File: config.mk
export PLATFORM = sky130hd
export DESIGN_NAME = leb128_padded_encoder
export DESIGN_NICKNAME = d
export VERILOG_FILES = /design/src/leb_pkg.sv /design/src/leb_digit_sr.sv /design/src/leb_seq.sv /design/src/leb128_padded_encoder.sv
export SDC_FILE = /design/constraint.sdc
export NUM_CORES = 1
export LEC_CHECK = 0
export BUFFER_PORTS_ARGS = -buffer_cell sky130_fd_sc_hd__buf_4
export CAP_MARGIN = 20
export CORE_ASPECT_RATIO = 0.75
export CORE_UTILIZATION = 50
export CTS_BUF_LIST = sky130_fd_sc_hd__clkbuf_16
export DETAILED_ROUTE_END_ITERATION = 6
export PLACE_DENSITY = 0.74
export SLEW_MARGIN = 25
export SYNTH_ARGS = -nofsm -noshare
export SYNTH_HDL_FRONTEND = slang
export SYNTH_SLANG_ARGS = --single-unit
File: constraint.sdc
create_clock -name i_clk -period 8.8 [get_ports i_clk]
set_clock_uncertainty 0.2 [all_clocks]
set_input_delay 0.88 -clock i_clk [delete_from_list [all_inputs] [get_ports i_clk]]
set_output_delay 0.88 -clock i_clk [all_outputs]
set_load 0.05 [all_outputs]
File: src/leb_pkg.sv
`timescale 1ns / 1ps
// ----------------------------------------------------------------------------
// leb_pkg
// Shared types and constants for the padded LEB128 encoder.
// ----------------------------------------------------------------------------
package leb_pkg;

    localparam int VALUE_W = 64;
    localparam int DIGIT_W = 7;
    localparam int BYTE_W  = 8;
    localparam int CNT_W   = 5;

    // Largest minimum length honored; larger requests saturate to it.
    localparam int MAX_PAD = 16;
    localparam logic [CNT_W-1:0] PAD_SAT =
        (MAX_PAD > (2**CNT_W - 1)) ? {CNT_W{1'b1}} : CNT_W'(MAX_PAD);

    localparam logic [DIGIT_W-1:0] PAD_POS = 7'h00;
    localparam logic [DIGIT_W-1:0] PAD_NEG = 7'h7F;

    // Sequencer states
    typedef enum logic [2:0] {
        ST_IDLE = 3'b001,
        ST_DATA = 3'b010,
        ST_PAD  = 3'b100
    } t_state;

    // Digit shifter -> sequencer
    typedef struct packed {
        logic [DIGIT_W-1:0] digit;     // low group of what is left
        logic               rest_zero; // what is left after this group is 0
        logic               rest_ones; // what is left after this group is all ones
        logic               rest_neg;  // signed and negative after this group
    } t_digit;

    // Sequencer -> output register
    typedef struct packed {
        logic              valid;
        logic [BYTE_W-1:0] data;
        logic              last;
        logic [CNT_W-1:0]  total;
    } t_emit;

endpackage

File: src/leb_digit_sr.sv
`timescale 1ns / 1ps
// ----------------------------------------------------------------------------
// leb_digit_sr
// Value shift register: loads a value and moves it down one 7-bit group per
// shift, filling with the sign bit for signed values.
// ----------------------------------------------------------------------------
module leb_digit_sr (
    input  logic                         i_clk,
    input  logic                         i_load,
    input  logic [leb_pkg::VALUE_W-1:0]  i_value,
    input  logic                         i_is_signed,
    input  logic                         i_shift,
    output leb_pkg::t_digit              o_digit
);

    logic [leb_pkg::VALUE_W-1:0] r_rem;
    logic                        r_sgn;
    logic [leb_pkg::VALUE_W-1:0] n_rem;
    logic                        w_fill;

    assign w_fill = r_sgn & r_rem[leb_pkg::VALUE_W-1];
    assign n_rem  = {{leb_pkg::DIGIT_W{w_fill}},
                     r_rem[leb_pkg::VALUE_W-1:leb_pkg::DIGIT_W]};

    always_ff @(posedge i_clk) begin
        if (i_load) begin
            r_rem <= i_value;
            r_sgn <= i_is_signed;
        end else if (i_shift) begin
            r_rem <= n_rem;
        end
    end

    assign o_digit.digit     = r_rem[leb_pkg::DIGIT_W-1:0];
    assign o_digit.rest_zero = (n_rem == '0);
    assign o_digit.rest_ones = (n_rem == '1);
    assign o_digit.rest_neg  = w_fill;

endmodule

File: src/leb_seq.sv
`timescale 1ns / 1ps
// ----------------------------------------------------------------------------
// leb_seq
// Byte sequencer: forms one encoded byte per step, decides on the end of the
// data groups and runs the padding tail.
// ----------------------------------------------------------------------------
module leb_seq (
    input  logic                        i_clk,
    input  logic                        i_rst_n,
    input  logic                        i_start,
    input  logic                        i_is_signed,
    input  logic [leb_pkg::CNT_W-1:0]   i_pad_to,
    input  logic                        i_step,
    input  leb_pkg::t_digit             i_digit,
    output logic                        o_idle,
    output logic                        o_shift,
    output leb_pkg::t_emit              o_emit
);

    leb_pkg::t_state                 r_state, n_state;
    logic [leb_pkg::CNT_W-1:0]       r_cnt, n_cnt;
    logic [leb_pkg::CNT_W-1:0]       r_pad, n_pad;
    logic                            r_sgn, n_sgn;
    logic [leb_pkg::DIGIT_W-1:0]     r_pv, n_pv;
    logic [leb_pkg::CNT_W-1:0]       w_cnt_inc;
    logic                            w_more;
    logic                            w_pad_more;

    assign w_cnt_inc  = r_cnt + 1'b1;
    assign w_pad_more = (w_cnt_inc < r_pad);

    // signed: stop when the rest is pure sign and bit 6 matches it
    always_comb begin
        if (r_sgn)
            w_more = !((i_digit.rest_zero && !i_digit.digit[6]) ||
                       (i_digit.rest_ones &&  i_digit.digit[6]));
        else
            w_more = !i_digit.rest_zero;
    end

    always_comb begin
        n_state = r_state;
        n_cnt   = r_cnt;
        n_pad   = r_pad;
        n_sgn   = r_sgn;
        n_pv    = r_pv;
        o_emit  = '0;
        o_shift = 1'b0;
        unique case (r_state)
            leb_pkg::ST_IDLE: begin
                if (i_start) begin
                    n_state = leb_pkg::ST_DATA;
                    n_cnt   = '0;
                    n_sgn   = i_is_signed;
                    n_pad   = (i_pad_to > leb_pkg::PAD_SAT) ? leb_pkg::PAD_SAT : i_pad_to;
                end
            end
            leb_pkg::ST_DATA: begin
                if (i_step) begin
                    o_shift      = 1'b1;
                    o_emit.valid = 1'b1;
                    o_emit.data  = {w_more | w_pad_more, i_digit.digit};
                    n_cnt        = w_cnt_inc;
                    if (!w_more) begin
                        if (w_pad_more) begin
                            n_state = leb_pkg::ST_PAD;
                            n_pv    = i_digit.rest_neg ? leb_pkg::PAD_NEG : leb_pkg::PAD_POS;
                        end else begin
                            n_state      = leb_pkg::ST_IDLE;
                            o_emit.last  = 1'b1;
                            o_emit.total = w_cnt_inc;
                        end
                    end
                end
            end
            leb_pkg::ST_PAD: begin
                if (i_step) begin
                    o_emit.valid = 1'b1;
                    o_emit.data  = {w_pad_more, r_pv};
                    n_cnt        = w_cnt_inc;
                    if (!w_pad_more) begin
                        n_state      = leb_pkg::ST_IDLE;
                        o_emit.last  = 1'b1;
                        o_emit.total = w_cnt_inc;
                    end
                end
            end
            default: n_state = leb_pkg::ST_IDLE;
        endcase
    end

    always_ff @(posedge i_clk) begin
        if (!i_rst_n) begin
            r_state <= leb_pkg::ST_IDLE;
            r_cnt   <= '0;
        end else begin
            r_state <= n_state;
            r_cnt   <= n_cnt;
        end
    end

    always_ff @(posedge i_clk) begin
        r_pad <= n_pad;
        r_sgn <= n_sgn;
        r_pv  <= n_pv;
    end

    assign o_idle = (r_state == leb_pkg::ST_IDLE);

endmodule

File: src/leb128_padded_encoder.sv
`timescale 1ns / 1ps
// ----------------------------------------------------------------------------
// leb128_padded_encoder
// LEB128 encoder (unsigned or signed) with a minimum output length.
// ----------------------------------------------------------------------------
//  channel | dir | transfer                     | payload
//  s_*     | in  | one value to encode          | tdata: value[63:0], pad_to[68:64]
//          |     |                              | tuser: is_signed
//  m_*     | out | one encoded byte             | tdata: out_byte[7:0], total_bytes[12:8]
//          |     |                              | tlast: final byte of the value
//
//  Sequencing: one input transfer, then one output byte per cycle from the 7-bit
//    digit shifter unless the output stalls, N bytes with N = max(natural length
//    1..10, min(pad_to,16)). The next input is taken once the sequencer has
//    formed the last byte of the current one.
//  Reset: i_rst_n synchronous, active low; clears sequencer state and the
//    output valid flag.
//  Stalls: i_m_tready low while the output register holds a byte holds that
//    register and freezes the shifter and sequencer; no byte is dropped.
// ----------------------------------------------------------------------------
module leb128_padded_encoder (
    input  logic        i_clk,
    input  logic        i_rst_n,
    input  logic        i_s_tvalid,
    output logic        o_s_tready,
    input  logic [71:0] i_s_tdata,   // [63:0] value, [68:64] pad_to, rest zero
    input  logic        i_s_tuser,   // [0] is_signed
    output logic        o_m_tvalid,
    input  logic        i_m_tready,
    output logic [15:0] o_m_tdata,   // [7:0] out_byte, [12:8] total_bytes, rest zero
    output logic        o_m_tlast
);

    logic                             w_accept;
    logic                             w_out_free;
    logic                             w_idle;
    logic                             w_shift;
    leb_pkg::t_digit                  w_digit;
    leb_pkg::t_emit                   w_emit;

    logic                             r_out_valid;
    logic [leb_pkg::BYTE_W-1:0]       r_out_byte;
    logic [leb_pkg::CNT_W-1:0]        r_out_total;
    logic                             r_out_last;

    assign o_s_tready = w_idle;
    assign w_accept   = i_s_tvalid & w_idle;
    // sequencer may step when the output register is empty or draining
    assign w_out_free = !r_out_valid | i_m_tready;

    leb_digit_sr u_sr (
        .i_clk       (i_clk),
        .i_load      (w_accept),
        .i_value     (i_s_tdata[leb_pkg::VALUE_W-1:0]),
        .i_is_signed (i_s_tuser),
        .i_shift     (w_shift),
        .o_digit     (w_digit)
    );

    leb_seq u_seq (
        .i_clk       (i_clk),
        .i_rst_n     (i_rst_n),
        .i_start     (w_accept),
        .i_is_signed (i_s_tuser),
        .i_pad_to    (i_s_tdata[68:64]),
        .i_step      (w_out_free),
        .i_digit     (w_digit),
        .o_idle      (w_idle),
        .o_shift     (w_shift),
        .o_emit      (w_emit)
    );

    // Output register
    always_ff @(posedge i_clk) begin
        if (!i_rst_n) begin
            r_out_valid <= 1'b0;
        end else if (w_out_free) begin
            r_out_valid <= w_emit.valid;
        end
    end

    always_ff @(posedge i_clk) begin
        if (w_out_free && w_emit.valid) begin
            r_out_byte  <= w_emit.data;
            r_out_total <= w_emit.total;
            r_out_last  <= w_emit.last;
        end
    end

    assign o_m_tvalid = r_out_valid;
    assign o_m_tdata  = {3'b000, r_out_total, r_out_byte};
    assign o_m_tlast  = r_out_last;

endmodule

==> flow_summary.yaml, run 1 <==
layout:
  diodes: 0
  area_growth_pct: 23.0
  drive_gt1_share_pct: 23.0
  finish.net_count: 591
  multi_input_area_sq_um: 1490
  nFillCells: 702
  seq_area_sq_um: 2730
clock_network:
  cts_hold_buf: 0
  clock_latency_ns: 0.34
  cts_buffer_depth: 2
  cts_resized: 0
  post_cts_buffers: 0
  cts.clk_slew.worst_paths_ns: 0.07
  cts_buffers: 9
  clock-root-buffer: "clkbuf_16"
  h-tree-depth: 3
  cts_tree: "built"
  clkSinkCount: 94
job:
  cap_violations: 0
synthesis:
  netlist_area_sq_um: 4360
  yosys.area_share.simple_pct: 24.9
  synth_top_family_by_area: "simple AND/OR/NAND/NOR gates"
  synthArstFlopShare_pct: 0
  synthCells: 427
  synthFlopType: "edfxtp_1"
  ys_types: 37
  yosysTopAreaCellShare_pct: 58.6
  synthAdderAreaFrac_pct: 1.44
  muxShareOfSynthArea_pct: 0
  synthTopCellsByCount: "178 x nand2_1, 85 x edfxtp_1, 17 x nand4_1"
  synth-xor-area-share_pct: 0.804
  synth_compound_area_share_pct: 6.55
  synth_edf_count: 85
  synth_warnings: 0
  synth_area_leaders: "edfxtp_1 59%, nand2_1 15%, dfxtp_1 4.1%"
  ys_ff_latch: 94
  yosysTopAreaCell: "edfxtp_1"
  synth_most_common_cell: "nand2_1"
  syn_area_per_cell_sq_um: 10.2
  synth-seq-area-share_pct: 62.7
sta:
  period_needed_ns: 3.09
  tightest_slew_ns: 0.908
  maxSlewHeadroom_pct: 39.5
  finalCritPeriodShare_pct: 35.1
  hold_viol: 0
  rsz0062_at_grt: "no"
  slew_violations: 0
  tns_ns: 0
  setup_violations: 0
  max_freq_ghz: 0.324
critical_path:
  reg2reg_to: "u_seq.r_state[0]"
  crit_arrival_ns: 3.17
  regToRegSetupSlack_ns: 5.76
  end_kind: "flip-flop"
  r2r_cells: 7
  crit_path_start_kind: "primary input"
  crit_type: "primary input to flip-flop"
  crit_fanout: 72
  timing.rr.start: "u_seq.r_state[2]"
  required_ns: 8.89
route:
  wl_mm: 9.62
  ant_nets: 0
  first_pass_iters: 5
  drt_iter0_markers: 341
  vias: 3398
  viasPerCell: 5.46
  drc: 0
  routedWlPerCell_um: 15.5
floorplan:
  start_util_pct: 51.5
  rows: 29
  chipHeight_um: 82.9
  die_w_um: 110
  pin_count: 96
  die-area_sq_um: 9100
  core_sq_um: 8450
grt:
  antenna_found_initial: 0
  grt_start_max_net_pins: 73
  grt_usage_pct: 22.1
  grt_overflow: 0
  grt_pass1_vias: 3105
  grt_pass1_wl_mm: 15.2
pwr:
  power_mw: 1.06
  leakagePower_nw: 2.34
  vdd_drop_max_mv: 0.118
  power_density_nw_per_um2: 198
hold_path:
  hold_path_depth: 2
  hold_path.class: "flip-flop to flip-flop"
  hold_path_end: "u_seq.r_cnt[1]"
  hold_start: "u_seq.r_cnt[1]"
placed_design:
  hpwl_mm: 6.78
  port_buffers: 89
  place.gp.congestion: 0.836
status:
  status: "completed"
[critical path: stages]
cell	delay, ns
buf_4	0.11
nand2_2	0.04
buf_4	0.51
clkinv_2	0.89
o21ai_0	0.41
a31oi_1	0.06
a21bo_2	0.21
[per-layer routing]
layer  track usage [%]  part of all wire, %  vias to the layer above
li1                  -                    -                     1651
met1              33.4                   47                     1597
met2              32.4                   44                      144
met3              5.49                  7.9                        6
met4              4.36                 0.76                        0
met5                 0                    0                        -
[metrics by stage]
stage / instances / hold WS, ns / setup WS, ns / instance area, sq um / util [%]
finish: 622 / 0.306 / 5.71 / 5360 / 63.4
global route: 622 / 0.340 / 5.42 / 5360 / 63.4
CTS: 622 / 0.300 / 5.81 / 5360 / 63.4
detailed placement: 606 / 0.289 / 5.61 / 5090 / 60.2
global placement: 606 / 0.276 / 5.68 / 5090 / 60.2
floorplan: 429 / 0.265 / 5.10 / 4370 / -
[state kept, by name (all words and copies together) (netlist names)]
register,cells
u_seq.r_pv,1
u_seq.r_state,3
r_out_total,5
u_sr.r_sgn,1
o_m_tlast,1
u_seq.r_cnt,5
r_out_byte,8
o_m_tvalid,1
u_seq.r_pad,5
u_sr.r_rem,64
[area by class of cell]
type,count,area share [%]
flip-flops and latches,94,51.0
multi-input cells,300,27.7
repair buffers,91,12.7
clock buffers,9,4.20
well taps,108,2.52
inverters,13,0.933
clock inverters,7,0.910
[power by group]
part / leakage [nW] / internal [mW] / switching, mW
registers: 0.866 / 0.542 / 0.0308
logic: 1.34 / 0.0511 / 0.0784
clock network: 0.136 / 0.192 / 0.168
total: 2.34 / 0.785 / 0.277
[layout by cell type, fill, tap and decap left out, types with 2 or more instances in the layout]
cell type,instances
nand2_1,176
nor3_1,3
ha_1,5
a31oi_1,4
nand2_2,2
conb_1,3
nand3_1,8
clkinv_2,4
buf_4,91
clkbuf_16,9
a21oi_1,7
inv_1,12
nor2_1,8
nor3b_2,3
nor2b_1,4
edfxtp_1,85
dfxtp_1,9
a211oi_1,6
o21ai_0,3
nor4_1,16
inv_6,2
and2_1,2
nand4_1,17
or2_2,2
a21o_1,15
xor2_1,3
[cell families after synthesis]
logic type | Yosys count
AOI/OAI and AO/OA | 42
xor gates and xnor gates | 4
adders and majority gates | 5
buffers and inverters | 35
DFF | 94
other | 1
and+or+nand+nor | 246
[worst max path at each step]
stage	start	endpoint	slack [ns]	cells after the start
after floorplan	u_seq.r_state[0]	u_sr.r_rem[0]	5.10	5
after global placement	i_s_tvalid	u_seq.r_state[0]	5.68	7
after detailed placement	i_s_tvalid	u_seq.r_state[0]	5.61	7
after CTS	u_seq.r_state[0]	u_seq.r_state[0]	5.81	7
after global routing	i_s_tvalid	u_seq.r_state[0]	5.42	7
final	i_s_tvalid	u_seq.r_state[0]	5.71	7
(Power assumes the default switching activity.)
==> run 2, diff against run 1 <==
==> constraint.sdc (replaced) <==
create_clock -name i_clk -period 3 [get_ports i_clk]
set_clock_uncertainty 0.2 [all_clocks]
set_input_delay 0.3 -clock i_clk [delete_from_list [all_inputs] [get_ports i_clk]]
set_output_delay 0.3 -clock i_clk [all_outputs]
set_load 0.05 [all_outputs]
==> flow_summary.yaml, run 2 (same netlist as run 1, synthesis figures left out) <==
layout:
  top_regs: "u_sr.r_rem: 64 flops, r_out_byte: 8 flops"
  seq_area_sq_um: 2730
  diodes: 0
  largest_reg_flops: 64
  drive_gt1_share_pct: 23.2
  multi_input_area_sq_um: 1490
  nFillCells: 683
  finish.net_count: 595
  mostFrequentLayoutCell: "nand2_1"
  mostFrequentLayoutCells: "176 x nand2_1, 92 x buf_4, 85 x edfxtp_1"
  area_growth_pct: 24.0
  regMostFlops: "u_sr.r_rem"
job:
  cap_violations: 0
hold_path:
  hold_path.class: "primary input to flip-flop"
  hold_path_depth: 3
grt:
  grt_usage_pct: 22.6
  grt_start_max_net_pins: 65
  antenna_found_initial: 0
  grt_pass1_vias: 3101
  grt_overflow: 0
  grt_pass1_wl_mm: 15.3
clock_network:
  cts_resized: 0
  cts_hold_buf: 2
  h-tree-depth: 3
  clock_latency_ns: 0.34
  post_cts_buffers: 0
  cts_tree: "built"
  clock-root-buffer: "clkbuf_16"
  cts.clk_slew.worst_paths_ns: 0.06
  cts_buffer_depth: 2
  clkSinkCount: 94
  cts_buffers: 9
sta:
  setup_violations: 0
  hold_viol: 0
  rsz0062_at_grt: "no"
  slew_violations: 0
  maxSlewHeadroom_pct: 43.6
  finalCritPeriodShare_pct: 87.2
  period_needed_ns: 2.62
  tightest_slew_ns: 0.846
  tns_ns: 0
  hold_slack_ns: 0.0141
  max_freq_ghz: 0.382
placed_design:
  hpwl_mm: 7.05
  place.gp.congestion: 0.856
  port_buffers: 89
critical_path:
  required_ns: 3.04
  crit_type: "flip-flop to flip-flop"
  end_kind: "flip-flop"
  crit_fanout: 8
  crit_arrival_ns: 2.65
  r2r_cells: 9
  crit_path_start_kind: "flip-flop"
pwr:
  pwr-share-comb_pct: 12.6
  p_clk_share_pct: 33.0
  vdd_drop_max_mv: 0.367
  power_density_nw_per_um2: 572
  swShare_pct: 25.5
  internal-power_mw: 2.30
  pwr-share-seq_pct: 54.3
  leakagePower_nw: 2.36
  power_switching_mw: 0.789
route:
  vias: 3382
  routedWlPerCell_um: 15.4
  first_pass_iters: 5
  viasPerCell: 5.40
  drt_iter0_markers: 259
  ant_nets: 0
  drc: 0
  wl_mm: 9.64
floorplan:
  pin_count: 96
  chipHeight_um: 82.9
  die_w_um: 110
  core_sq_um: 8450
  rows: 29
  start_util_pct: 51.5
  die-area_sq_um: 9100
status:
  status: "completed"
==> run 2: cell types whose count changed in the layout (fill, tap and decap cells not counted) <==
cell,change
buf_12,+1
buf_4,+1
nand2_4,+1
dlygate4sd3_1,+2
clkinv_2,+1
inv_6,-2
inv_2,+1
nand2_2,-1
==> run 2: critical path: stages (launching register included) <==
cell	delay (ns)
dfxtp_1	0.44
ha_1	0.22
nand3_1	0.11
xor2_1	0.26
inv_1	0.12
ha_1	0.33
a21oi_1	0.18
o21a_1	0.33
nor3_1	0.10
a21bo_2	0.22
==> run 2: path summary, 6_finish.rpt <==
path                                startpoint          endpoint  slack [ns]
worst max-delay path            u_seq.r_cnt[0]  u_seq.r_state[0]        0.38
worst min-delay path             i_s_tdata[52]    u_sr.r_rem[52]        0.01
worst max register to register  u_seq.r_cnt[0]  u_seq.r_state[0]        0.38
worst min register to register  u_seq.r_cnt[1]    u_seq.r_cnt[1]        0.30
==> run 2: power groups by stage <==
stage	logic (mW)	clock network [mW]	registers, mW
5_1_grt	0.434	1.09	1.69
2_1_floorplan	0.230	0	1.69
6_report	0.390	1.02	1.68
3_3_place_gp	0.379	0	1.70
4_1_cts	0.393	1.04	1.68
3_5_place_dp	0.390	0	1.70
==> run 2: per-layer routing <==
metal,part of all wire [%],GRT usage [%],up-vias
li1,-,-,1659
met1,45,33.4,1551
met2,45,32.4,160
met3,8.2,5.49,12
met4,1.5,8.00,0
met5,0,0,-
==> run 2: through the flow <==
stage	cells	power [mW]	cell area [sq um]	setup slack [ns]	util, %
floorplan	429	1.92	4370	0.206	-
global placement	608	2.08	5120	0.580	60.5
detailed placement	608	2.09	5120	0.442	60.5
CTS	626	3.11	5410	0.432	63.9
global route	626	3.21	5410	0.178	63.9
finish	626	3.09	5410	0.385	63.9
==> run 2: layout make-up <==
type,instances,area share [%]
multi-input combinational,300,27.6
inverter,13,0.903
tap,108,2.50
timing repair buffer,95,13.5
clock buffer,9,4.17
sequential,94,50.6
clock inverter,7,0.764
==> run 3, diff against run 2 <==
==> constraint.sdc (replaced) <==
create_clock -name i_clk -period 3 [get_ports i_clk]
set_clock_uncertainty 0.2 [all_clocks]
set_input_delay 0.45 -clock i_clk [delete_from_list [all_inputs] [get_ports i_clk]]
set_output_delay 0.45 -clock i_clk [all_outputs]
set_load 0.05 [all_outputs]
==> flow_summary.yaml, run 3 (same netlist as run 1, synthesis figures left out) <==
route:
  viasPerCell: 5.47
  drt_iter0_markers: 247
  wl_mm: 9.80
  vias: 3412
  drc: 2
  first_pass_iters: 7
  ant_nets: 0
  routedWlPerCell_um: 15.7
floorplan:
  start_util_pct: 51.5
  die-area_sq_um: 9100
  chipHeight_um: 82.9
  die_w_um: 110
  rows: 29
  core_sq_um: 8450
  pin_count: 96
layout:
  regMostFlops: "u_sr.r_rem"
  mostFrequentLayoutCell: "nand2_1"
  diodes: 0
  fin_cells: 624
  top_regs: "u_sr.r_rem: 64 flops, r_out_byte: 8 flops"
  mostFrequentLayoutCells: "176 x nand2_1, 91 x buf_4, 85 x edfxtp_1"
  drive_gt1_share_pct: 23.3
  finish.net_count: 593
  area_growth_pct: 25.1
  largest_reg_flops: 64
critical_path:
  cp_top_family: "compound AO/OA/AOI/OAI gates"
  end_kind: "flip-flop"
  required_ns: 3.03
  path_common_cell: "ha_1"
  r2r_cells: 9
  regToRegSetupSlack_ns: 0.36
  reg2reg_to: "u_seq.r_state[0]"
  crit_type: "flip-flop to flip-flop"
  critPathLaunch: "u_seq.r_cnt[0]"
  crit_path_start_kind: "flip-flop"
  crit_arrival_ns: 2.66
  timing.rr.start: "u_seq.r_cnt[0]"
  cp_cell_sequence: "ha_1 > nand3_1 > xor2_1 > inv_1 > ha_1 > a21oi_1 > o21ai_0 > a31oi_1 > a21bo_2"
  crit_fanout: 6
  critPathSlowestCell: "dfxtp_1"
  max_stage_delay_ns: 0.43
  crit_buf_inv: 1
clock_network:
  cts.clk_slew.worst_paths_ns: 0.07
  cts_buffers: 9
  clock-root-buffer: "clkbuf_16"
  clkSinkCount: 94
  h-tree-depth: 3
  post_cts_buffers: 0
  cts_buffer_depth: 2
  cts_resized: 0
  clock_latency_ns: 0.33
  cts_tree: "built"
  cts_hold_buf: 0
status:
  status: "finished, violations left"
  violations: "design-rule violations"
grt:
  grt_pass1_wl_mm: 15.7
  antenna_found_initial: 0
  grt_start_max_net_pins: 59
  grt_pass1_vias: 3176
  grt_overflow: 0
  grt_usage_pct: 22.7
sta:
  finalCritPeriodShare_pct: 87.9
  tightest_slew_ns: 0.632
  rsz0062_at_grt: "no"
  slew_violations: 0
  max_freq_ghz: 0.379
  setup_violations: 0
  tns_ns: 0
  hold_viol: 0
  maxSlewHeadroom_pct: 57.6
  period_needed_ns: 2.64
pwr:
  vdd_drop_max_mv: 0.322
  power_mw: 3.29
  power_density_nw_per_um2: 603
  leakagePower_nw: 2.39
job:
  cap_violations: 0
placed_design:
  place.gp.congestion: 0.836
  port_buffers: 89
  hpwl_mm: 7.02
  placedCellCount: 608
hold_path:
  hold_path_end: "u_sr.r_sgn"
  hold_path_depth: 1
  hold_path.class: "primary input to flip-flop"
  hold_start: "i_s_tuser"
-- run 3: cell types whose count changed in the layout (fill, tap and decap cells not counted), sizes merged --
cell | before | now
bufinv | 0 | 2
clkinv | 6 | 4
dlygate4sd3 | 2 | 0
clkinvlp | 1 | 0
inv | 13 | 14
-- run 3: worst max path at each step --
| stage | endpoint | slack [ns] | depth (start not counted) |
|---|---|---|---|
| 6_report | u_seq.r_state[0] | 0.36 | 9 |
| 5_1_grt | u_seq.r_state[0] | 0.22 | 9 |
| 4_1_cts | u_seq.r_state[0] | 0.40 | 9 |
| 3_5_place_dp | u_seq.r_state[0] | 0.41 | 9 |
| 3_3_place_gp | u_seq.r_state[0] | 0.56 | 9 |
| 2_1_floorplan | u_sr.r_rem[0] | 0.21 | 5 |
-- run 3: per-stage QoR --
step	util (%)	hold slack [ns]	instance area [sq um]	setup slack (ns)
2_1_floorplan	-	0.265	4370	0.206
6_report	64.5	0.113	5450	0.364
5_1_grt	64.5	0.102	5450	0.221
3_5_place_dp	60.7	0.292	5130	0.415
4_1_cts	64.5	0.105	5450	0.397
3_3_place_gp	60.7	0.277	5130	0.558
-- run 3: report_power, final --
group / leakage (nW) / total [mW] / switching [mW] / internal (mW)
logic: 1.36 / 0.394 / 0.234 / 0.159
clock network: 0.160 / 1.21 / 0.480 / 0.733
registers: 0.866 / 1.68 / 0.0917 / 1.59
total: 2.39 / 3.29 / 0.806 / 2.48
-- run 3: routing by layer --
layer  global-route usage (%)  up-vias  share of wire [%]  wire length (um)
li1                         -     1651                  -                 -
met1                     34.2     1595                 46              4490
met2                     33.4      155                 45              4410
met3                     5.57       11                8.2               803
met4                     4.61        0               0.96                94
met5                        0        -                  0                 0
-- run 3: layout make-up --
type | count | area [sq um]
fill | 681 | 3000
sequential | 94 | 2730
multi-input combinational | 300 | 1490
timing repair buffer | 93 | 723
clock buffer | 9 | 225
tap | 108 | 135
clock inverter | 7 | 96.3
inverter | 13 | 48.8
-- run 3: worst reg2reg max path: cells and delay by family, from the launching register on --
family,cells,cell delay (ns)
xor+xnor,1,0.26
compound gates,4,0.87
buf+inv,1,0.12
fa+ha+maj,2,0.55
simple gates,1,0.10
flops,1,0.43
